==> config.mk <==
export PLATFORM = sky130hd
export DESIGN_NAME = xoshiro256ss_generator
export DESIGN_NICKNAME = d
export VERILOG_FILES = /design/src/xsr_pkg.sv /design/src/xsr_mul.sv /design/src/xoshiro256ss_generator.sv
export SDC_FILE = /design/constraint.sdc
export NUM_CORES = 2
export LEC_CHECK = 0
export BUFFER_PORTS_ARGS = -buffer_cell sky130_fd_sc_hd__clkbuf_2
export CORE_UTILIZATION = 40
export CTS_CLUSTER_SIZE = 25
export DETAILED_ROUTE_END_ITERATION = 8
export HOLD_SLACK_MARGIN = 0.15
export PLACE_DENSITY = 0.55
export SLEW_MARGIN = 20
export SYNTH_ARGS = -nofsm -noshare
export SYNTH_HDL_FRONTEND = slang
export SYNTH_HIERARCHICAL = 1
export SYNTH_SLANG_ARGS = --single-unit
==> constraint.sdc <==
create_clock -name i_clk -period 9.4 [get_ports i_clk]
set_input_delay 0.94 -clock i_clk [delete_from_list [all_inputs] [get_ports i_clk]]
set_output_delay 0.94 -clock i_clk [all_outputs]
set_load 0.1 [all_outputs]
==> src/xsr_pkg.sv <==
// ----------------------------------------------------------------------------
// xsr_pkg
// Shared types and constants of the xoshiro256** generator with splitmix64
// seeding.
// ----------------------------------------------------------------------------
`default_nettype none

package xsr_pkg;

    localparam int unsigned WORD_W = 64;
    localparam int unsigned HALF_W = 32;
    localparam int unsigned NUM_WORDS = 4;
    localparam int unsigned IDX_W = 2;

    localparam logic [WORD_W-1:0] GOLDEN_STEP = 64'h9e3779b97f4a7c15;
    localparam logic [WORD_W-1:0] MIX_MUL_A   = 64'hbf58476d1ce4e5b9;
    localparam logic [WORD_W-1:0] MIX_MUL_B   = 64'h94d049bb133111eb;

    localparam logic FUNC_RESEED = 1'b0;
    localparam logic FUNC_NEXT   = 1'b1;

    typedef enum logic [2:0] {
        S_IDLE,
        S_MIX_A,
        S_WAIT_A,
        S_WAIT_B,
        S_NEXT
    } t_state;

    typedef enum logic [1:0] {
        M_LO_LO,
        M_LO_HI,
        M_HI_LO,
        M_FINISH
    } t_mul_step;

    typedef struct packed {
        logic              start;
        logic [WORD_W-1:0] a;
        logic [WORD_W-1:0] b;
    } t_mul_req;

    typedef struct packed {
        logic              busy;
        logic              done;
        logic [WORD_W-1:0] product;
    } t_mul_rsp;

endpackage

`default_nettype wire

==> src/xsr_mul.sv <==
// ----------------------------------------------------------------------------
// xsr_mul
// Iterative 64x64 multiplier, low 64 bits of the product, built around one
// 32x32 multiplier with a registered product. Four steps per operation.
// ----------------------------------------------------------------------------
`default_nettype none

module xsr_mul (
    input  wire                      i_clk,
    input  wire                      i_rst_n,
    input  xsr_pkg::t_mul_req        i_req,
    output xsr_pkg::t_mul_rsp        o_rsp
);

    logic                          r_busy;
    logic                          r_done;
    xsr_pkg::t_mul_step            r_step;
    logic [xsr_pkg::WORD_W-1:0]    r_a;
    logic [xsr_pkg::WORD_W-1:0]    r_b;
    logic [xsr_pkg::WORD_W-1:0]    r_prod;
    logic [xsr_pkg::WORD_W-1:0]    r_acc;

    logic [xsr_pkg::HALF_W-1:0]    w_opa;
    logic [xsr_pkg::HALF_W-1:0]    w_opb;
    logic [xsr_pkg::WORD_W-1:0]    w_mul;
    logic [xsr_pkg::HALF_W-1:0]    w_acc_hi;

    always_comb begin
        case (r_step)
            xsr_pkg::M_LO_LO: begin
                w_opa = r_a[31:0];
                w_opb = r_b[31:0];
            end
            xsr_pkg::M_LO_HI: begin
                w_opa = r_a[31:0];
                w_opb = r_b[63:32];
            end
            default: begin
                w_opa = r_a[63:32];
                w_opb = r_b[31:0];
            end
        endcase
    end

    assign w_mul    = {32'd0, w_opa} * {32'd0, w_opb};
    assign w_acc_hi = r_acc[63:32] + r_prod[31:0];

    always_ff @(posedge i_clk) begin
        if (!i_rst_n) begin
            r_busy <= 1'b0;
            r_done <= 1'b0;
            r_step <= xsr_pkg::M_LO_LO;
        end else begin
            r_done <= 1'b0;
            if (!r_busy) begin
                if (i_req.start) begin
                    r_busy <= 1'b1;
                    r_step <= xsr_pkg::M_LO_LO;
                end
            end else begin
                case (r_step)
                    xsr_pkg::M_LO_LO: r_step <= xsr_pkg::M_LO_HI;
                    xsr_pkg::M_LO_HI: r_step <= xsr_pkg::M_HI_LO;
                    xsr_pkg::M_HI_LO: r_step <= xsr_pkg::M_FINISH;
                    default: begin
                        r_busy <= 1'b0;
                        r_done <= 1'b1;
                        r_step <= xsr_pkg::M_LO_LO;
                    end
                endcase
            end
        end
    end

    always_ff @(posedge i_clk) begin
        if (!r_busy) begin
            if (i_req.start) begin
                r_a <= i_req.a;
                r_b <= i_req.b;
            end
        end else begin
            case (r_step)
                xsr_pkg::M_LO_LO: r_prod <= w_mul;
                xsr_pkg::M_LO_HI: begin
                    r_acc  <= r_prod;
                    r_prod <= w_mul;
                end
                xsr_pkg::M_HI_LO: begin
                    r_acc[63:32] <= w_acc_hi;
                    r_prod       <= w_mul;
                end
                default: r_acc[63:32] <= w_acc_hi;
            endcase
        end
    end

    assign o_rsp.busy    = r_busy;
    assign o_rsp.done    = r_done;
    assign o_rsp.product = r_acc;

endmodule

`default_nettype wire

==> src/xoshiro256ss_generator.sv <==
// ----------------------------------------------------------------------------
// xoshiro256ss_generator
// xoshiro256** pseudo-random generator with splitmix64 reseeding.
// ----------------------------------------------------------------------------
// Usage:
//   Input stream: s_axis_tuser selects the operation (0 reseed, 1 next word),
//   s_axis_tdata carries the 64-bit seed, read only on a reseed.
//   Output stream: m_axis_tdata carries one 64-bit word per next request;
//   a reseed produces no output transaction.
//   Next request: the result is registered in S_NEXT once the output register
//   is free; a new input transaction is taken only after that, back in S_IDLE.
//   Reseed: four splitmix64 rounds, each two 64x64 multiplies on a shared
//   32x32 multiplier at 4 steps each plus hand-off; s_axis_tready
//   stays low meanwhile.
//   Reset (synchronous, active low) clears the state to zero, so next
//   requests return zero until the first reseed.
//   If the receiver stalls with a result pending, a following next request
//   waits in S_NEXT until the output register is free.
// ----------------------------------------------------------------------------
`default_nettype none

module xoshiro256ss_generator (
    input  wire         i_clk,
    input  wire         i_rst_n,
    input  wire         s_axis_tvalid,
    output logic        s_axis_tready,
    input  wire  [63:0] s_axis_tdata,   // [63:0] seed_value
    input  wire  [0:0]  s_axis_tuser,   // [0] func
    output logic        m_axis_tvalid,
    input  wire         m_axis_tready,
    output logic [63:0] m_axis_tdata    // [63:0] random_word
);

    xsr_pkg::t_state               r_state;
    xsr_pkg::t_state               n_state;
    logic [xsr_pkg::WORD_W-1:0]    r_words [xsr_pkg::NUM_WORDS];
    logic [xsr_pkg::WORD_W-1:0]    r_counter;
    logic [xsr_pkg::IDX_W-1:0]     r_idx;
    logic [xsr_pkg::WORD_W-1:0]    r_mul5;
    logic                          r_out_valid;
    logic [xsr_pkg::WORD_W-1:0]    r_out_data;

    xsr_pkg::t_mul_req             w_mul_req;
    xsr_pkg::t_mul_rsp             w_mul_rsp;
    logic                          w_accept;
    logic                          w_out_free;
    logic [xsr_pkg::WORD_W-1:0]    w_prod;
    logic [xsr_pkg::WORD_W-1:0]    w_rot;
    logic [xsr_pkg::WORD_W-1:0]    w_t2;
    logic [xsr_pkg::WORD_W-1:0]    w_t3;

    assign w_accept   = s_axis_tvalid && s_axis_tready;
    assign w_out_free = !r_out_valid || m_axis_tready;
    assign w_prod     = w_mul_rsp.product;
    assign w_rot      = {r_mul5[56:0], r_mul5[63:57]};
    assign w_t2       = r_words[2] ^ r_words[0];
    assign w_t3       = r_words[3] ^ r_words[1];

    xsr_mul u_mul (
        .i_clk   (i_clk),
        .i_rst_n (i_rst_n),
        .i_req   (w_mul_req),
        .o_rsp   (w_mul_rsp)
    );

    always_comb begin
        n_state = r_state;
        unique case (r_state)
            xsr_pkg::S_IDLE: begin
                if (w_accept) begin
                    if (s_axis_tuser[0] == xsr_pkg::FUNC_NEXT) begin
                        n_state = xsr_pkg::S_NEXT;
                    end else begin
                        n_state = xsr_pkg::S_MIX_A;
                    end
                end
            end
            xsr_pkg::S_MIX_A: n_state = xsr_pkg::S_WAIT_A;
            xsr_pkg::S_WAIT_A: begin
                if (w_mul_rsp.done) begin
                    n_state = xsr_pkg::S_WAIT_B;
                end
            end
            xsr_pkg::S_WAIT_B: begin
                if (w_mul_rsp.done) begin
                    n_state = (r_idx == xsr_pkg::IDX_W'(xsr_pkg::NUM_WORDS - 1))
                            ? xsr_pkg::S_IDLE : xsr_pkg::S_MIX_A;
                end
            end
            xsr_pkg::S_NEXT: begin
                if (w_out_free) begin
                    n_state = xsr_pkg::S_IDLE;
                end
            end
            default: n_state = xsr_pkg::S_IDLE;
        endcase
    end

    always_comb begin
        s_axis_tready   = 1'b0;
        w_mul_req.start = 1'b0;
        w_mul_req.a     = r_counter ^ (r_counter >> 30);
        w_mul_req.b     = xsr_pkg::MIX_MUL_A;
        unique case (r_state)
            xsr_pkg::S_IDLE:  s_axis_tready = 1'b1;
            xsr_pkg::S_MIX_A: w_mul_req.start = 1'b1;
            xsr_pkg::S_WAIT_A: begin
                w_mul_req.start = w_mul_rsp.done;
                w_mul_req.a     = w_prod ^ (w_prod >> 27);
                w_mul_req.b     = xsr_pkg::MIX_MUL_B;
            end
            default: ;
        endcase
    end

    always_ff @(posedge i_clk) begin
        if (!i_rst_n) begin
            r_state     <= xsr_pkg::S_IDLE;
            r_out_valid <= 1'b0;
            for (int i = 0; i < xsr_pkg::NUM_WORDS; i++) begin
                r_words[i] <= '0;
            end
        end else begin
            r_state <= n_state;
            if (r_state == xsr_pkg::S_NEXT && w_out_free) begin
                r_out_valid <= 1'b1;
            end else if (m_axis_tready) begin
                r_out_valid <= 1'b0;
            end
            if (r_state == xsr_pkg::S_IDLE && w_accept
                    && s_axis_tuser[0] == xsr_pkg::FUNC_NEXT) begin
                r_words[0] <= r_words[0] ^ w_t3;
                r_words[1] <= r_words[1] ^ w_t2;
                r_words[2] <= w_t2 ^ (r_words[1] << 17);
                r_words[3] <= {w_t3[18:0], w_t3[63:19]};
            end
            if (r_state == xsr_pkg::S_WAIT_B && w_mul_rsp.done) begin
                r_words[r_idx] <= w_prod ^ (w_prod >> 31);
            end
        end
    end

    always_ff @(posedge i_clk) begin
        if (r_state == xsr_pkg::S_IDLE && w_accept) begin
            r_counter <= s_axis_tdata + xsr_pkg::GOLDEN_STEP;
            r_idx     <= '0;
            r_mul5    <= r_words[1] + (r_words[1] << 2);
        end
        if (r_state == xsr_pkg::S_WAIT_B && w_mul_rsp.done) begin
            r_counter <= r_counter + xsr_pkg::GOLDEN_STEP;
            r_idx     <= r_idx + 1'b1;
        end
        if (r_state == xsr_pkg::S_NEXT && w_out_free) begin
            r_out_data <= w_rot + (w_rot << 3);
        end
    end

    assign m_axis_tvalid = r_out_valid;
    assign m_axis_tdata  = r_out_data;

`ifndef SYNTH
    a_ready_mul_idle: assert property (@(posedge i_clk) disable iff (!i_rst_n)
        s_axis_tready |-> !w_mul_rsp.busy)
        else $error("input ready while multiplier busy");

    a_seed_no_result: assert property (@(posedge i_clk) disable iff (!i_rst_n)
        (w_accept && s_axis_tuser[0] == xsr_pkg::FUNC_RESEED) |=> !$rose(m_axis_tvalid))
        else $error("reseed produced an output transaction");

    a_next_blocks: assert property (@(posedge i_clk) disable iff (!i_rst_n)
        w_accept |=> !s_axis_tready)
        else $error("input accepted on consecutive cycles");

    a_done_in_wait: assert property (@(posedge i_clk) disable iff (!i_rst_n)
        w_mul_rsp.done |-> (r_state == xsr_pkg::S_WAIT_A || r_state == xsr_pkg::S_WAIT_B))
        else $error("multiplier done outside a wait state");
`endif

endmodule

`default_nettype wire
# [Word level (Yosys, flattened, before mapping)]
# Memory sizes are Yosys's and may differ from the RTL's.
# Cells that the tools add are included.
# Widths: inputs -> output; s select.
[totals] in_bits=69 mem_bits_rw=256 mem_count=1 regBits=458
[classes] n_mul=1 eq_ne=11 muxes=40 n_addsub=6 n_reduce_logical=21 n_bitwise=14
[mem_list] name="r_words" words=4 width=64 read_ports=4 rd_clocked_by_memory_dff=0 wr=4 line="xoshiro256ss_generator.sv:36" source="logic [xsr_pkg::WORD_W-1:0] r_words [xsr_pkg::NUM_WORDS];"
[ops] operator="$mux 64" n=7
[ops] operator="$xor 64x64->64" n=5
[ops] operator="$add 64x64->64" n=2
[ops] operator="$add 64x64->64 const B" n=2
[ops] operator="$mux 128" n=1
[ops] operator="$mul 32x32->64" n=1
[ops] operator="$mux 32" n=2
[ops] operator="$pmux 32 s2" n=1
[ops] operator="$reduce_or 64->1" n=1
[ops] operator="$xor 64x33->64" n=1
[ops] operator="$xor 64x34->64" n=1
[ops] operator="$xor 64x37->64" n=1
[ops] operator="$add 32x32->32" n=1
[ops] operator="$mux 1" n=16
[ops] operator="$mux 3" n=5
[ops] operator="$pmux 3 s5" n=1
[ops] operator="$mux 2" n=5
[ops] operator="$reduce_and 2->1" n=5
[ops] operator="$eq 3x2->1 const B" n=2
[ops] operator="$pmux 2 s3" n=1
[ops] operator="$reduce_bool 2->1" n=3
[ops] operator="$logic_and 1x1->1" n=5
[ops] operator="$eq 2x2->1 const B" n=2
[ops] operator="$ne 2x1->1 const B" n=2
[ops] operator="15 further kinds" n=20

# [Depth between registers and ports, before layout]
[logic_depth] ltp_word=10 depth_mapped=34 depth_no_buf=30

# [Cells and area by module]
# The synthesis kept the hierarchy.
[modules_own_cells] module="xsr_mul" cells_each=4300 area_each_um2=42702.2 n_inst=1 seq_area_each_um2=7767.4
[modules_own_cells] module="xoshiro256ss_generator" cells_each=3071 area_each_um2=30942.2 n_inst=1 seq_area_each_um2=13593.0

# [Worst setup path before layout]
# Ideal clock, no wire load.
[synth_path] path_kind="register -> register" from="register u_mul.r_step[0]" to="register u_mul/r_prod[60] (netlist name) (data pin)" setup_slack_ps=340 stages_incl_launch_ff=32 setup_ps=263 synth_period_minus_slack_ps=9060 t_arrival_ps=8797 path_cell_list="dfxtp_1 -> inv_1 -> ha_1 -> nor2_1 -> clkbuf_1 -> buf_1 -> mux2i_1 -> clkbuf_1 -> nor2_1 -> fa_1 -> fa_1 -> fa_1 -> inv_1 -> fa_1 -> inv_1 -> fa_1 -> fa_1 -> fa_1 -> inv_1 -> fa_1 -> inv_1 -> ha_1 -> a21o_1 -> a21o_1 -> a221oi_2 -> o221a_2 -> nand3_1 -> a41oi_2 -> o21ai_1 -> a22o_1 -> o41ai_2 -> xnor2_1"
[synth_between] elab_chain_cells=4 word_cells_on_any_way=6 classes_between="mul: 1; eq/ne: 1; mux: 2; reduce/logical: 2"
[synth_lines] element="start, declared" line="xsr_mul.sv:17" source="xsr_pkg::t_mul_step r_step;"
[synth_lines] element="start signal, assigned" line="xsr_mul.sv:52" source="r_step <= xsr_pkg::M_LO_LO;"
[synth_lines] element="start signal, assigned" line="xsr_mul.sv:58" source="r_step <= xsr_pkg::M_LO_LO;"
[synth_lines] element="start signal, assigned" line="xsr_mul.sv:62" source="xsr_pkg::M_LO_LO: r_step <= xsr_pkg::M_LO_HI;"
[synth_lines] element="$eq 2x1->1 or $logic_not 2->1 (tied branches)" line="xsr_mul.sv:29" source="case (r_step)"
[synth_lines] element="$reduce_or 2->1 (no line)"
[synth_lines] element="$mux 32" line="xsr_mul.sv:29"
[synth_lines] element="$mul 32x32->64 (*)" line="xsr_mul.sv:45" source="assign w_mul = {32'd0, w_opa} * {32'd0, w_opb};"
[synth_lines] element="net u_mul.w_mul, one bit" line="xsr_mul.sv:25" source="logic [xsr_pkg::WORD_W-1:0] w_mul;"
[synth_lines] element="end signal, assigned" line="xsr_mul.sv:83" source="xsr_pkg::M_LO_LO: r_prod <= w_mul;"
[synth_lines] element="end signal, assigned" line="xsr_mul.sv:86" source="r_prod <= w_mul;"
[synth_lines] element="end signal, assigned" line="xsr_mul.sv:90" source="r_prod <= w_mul;"
[synth_lines] element="end, declared" line="xsr_mul.sv:20" source="logic [xsr_pkg::WORD_W-1:0] r_prod;"
# The timed path passes the listed nets; every way through them passes the cells marked *.
# A chain may end at the register's enable or synchronous reset.

# [Worst setup path in the final report]
# Same ends and word-level chain as after synthesis.

==> results.toml <==
[routing]
route.vias.total = 55960
wl_per_cell_um = 26.93
drt-total-wl_mm = 268.8
drc = 0
drtPass1Iterations = 6
detail-route-antenna-nets = 0
viasPerCell = 5.607
drt_iter0_drc = 4960

[timing]
final_hold_viol_count = 0
worst_slew_pin_slew_ns = 1.347
fin_crit_sh = 0.9678
fmax_mhz = 109.9
tns_ns = 0
relSlewSlack = 0.09952
period_needed_ns = 9.098
clock-skew-final_ns = 0.06670
finalMaxSlewViolations = 0
setup_viol = 0
rsz0062_at_grt = "no"

[global_route]
grt_usage = 0.2887
grt_max_degree = 226
antenna_found_initial = 6
grt_pass1_vias = 57130
grt_first_pass_wirelength_mm = 391.7
grt.overflow.total = 0

[critical_path]
arrival_ns = 9.57
worst-setup-path-type = "reg2reg"
crit_top_cell = "fa_1"
worstPathRequired_ns = 9.88
start_kind = "flop"
end_kind = "flop"
crit_fanout = 25
cp_slowest_cell = "fa_1"
slowest_delay_ns = 0.56

[cts]
root_buffer = "clkbuf_16"
clk_latency_ns = 0.76
cts_tree = "yes"
clkSlewWorstSetupHoldPaths_ns = 0.06
h-tree-depth = 3
numCtsBuffers = 88
clock_path_buffers = 3
cts_sinks = 714

[die]
core_sq_um = 182900
num_io_pins = 135
start_util = 0.4026
die_w_um = 431.1
rows = 157
dieArea_sq_um = 185800
die_h_um = 431.1

[placement]
gp_congestion = 1.027
io_buffers = 134
hpwl_mm = 211.4

[status]
status = "completed"

[finish]
areaGrowthSynthToFinish_pct = 9.898
final_common_cell = "inv_1"
nNetsFinal = 8846
drive_gt1_frac = 0.09007
mostFrequentLayoutCells = "907 x inv_1, 899 x fa_1, 841 x nand2_1, 769 x nor2_1, 706 x edfxtp_1"

[run]
max-cap-violations = 0

[synth]
synth.avg_cell_area_sq_um = 9.991
ys_warn_count = 6
syn-cell-area_sq_um = 73640
syn_inst = 7370

[hold_path]
hold_path_class = "reg2reg"
-- path summary, 6_finish.rpt --
check | startpoint | endpoint | slack [ns] | cells after the start
setup / recovery | u_mul/r_step[0] | u_mul/r_prod[60] | 0.30 | 31
hold reg to reg | u_mul/r_prod[0] | u_mul/r_acc[0] | 0.48 | 0
hold / removal | u_mul/r_prod[0] | u_mul/r_acc[0] | 0.48 | 0
setup reg to reg | u_mul/r_step[0] | u_mul/r_prod[60] | 0.30 | 31
-- cell type report --
type                    count  area (sq um)
repair buffers            336          2658
multi-input cells        5405         47750
fillers                 17620        102000
inverters                 908          3410
flip-flops and latches    714         21360
well taps                2464          3083
clock buffers             103          2258
clock inverters            50         400.4
diodes                      1         2.502
-- repair_timing --
action / in CTS / in global routing
hold buffers: 0 / 0
buffers inserted: 0 / 1
gates resized for setup: 0 / 8
endpoints found under the setup margin: 0 / 5
-- sequential cells by signal (all words and copies together) (netlist names) --
| signal | flops |
|---|---|
| u_mul/r_b | 64 |
| m_axis_tvalid | 1 |
| m_axis_tdata | 64 |
| u_mul/r_prod | 64 |
| u_mul/r_acc | 64 |
| r_idx | 2 |
| u_mul/r_busy | 1 |
| u_mul/r_done | 1 |
| r_state | 3 |
| r_counter | 64 |
| u_mul/r_step | 2 |
| r_words | 256 |
| u_mul/r_a | 64 |
| r_mul5 | 64 |
-- critical path: cells and delay by family (launching register included) --
| family | cells | cell delay [ns] |
|---|---|---|
| adders and majority gates | 10 | 4.66 |
| DFF | 1 | 0.43 |
| and+or+nand+nor | 3 | 0.45 |
| xor gates and xnor gates | 1 | 0.10 |
| AOI/OAI and AO/OA | 8 | 1.83 |
| muxes | 1 | 0.31 |
| buffers and inverters | 8 | 1.02 |
-- stage by stage --
stage                     hold slack, ns    util  cells  setup slack, ns  instance area [sq um]
after floorplan                   0.4307       -   7401           0.3403                  73750
after global placement            0.4956  0.4276   9826           0.3335                  78200
after detailed placement          0.4951  0.4276   9826           0.2495                  78200
after CTS                         0.4853  0.4422   9979           0.2205                  80860
after global routing              0.4984  0.4425   9980        0.0004086                  80920
final                             0.4838  0.4425   9981           0.3023                  80930
-- layer usage --
layer,global-route usage,up-vias,wire length (um)
li1,-,24550,-
met1,0.3776,28490,109300
met2,0.4569,2447,122200
met3,0.05047,473,20530
met4,0.1533,2,16740
met5,0,-,13
Power is not shown: default switching activity piles up to over one toggle a cycle in this logic, so the estimate is an artifact.
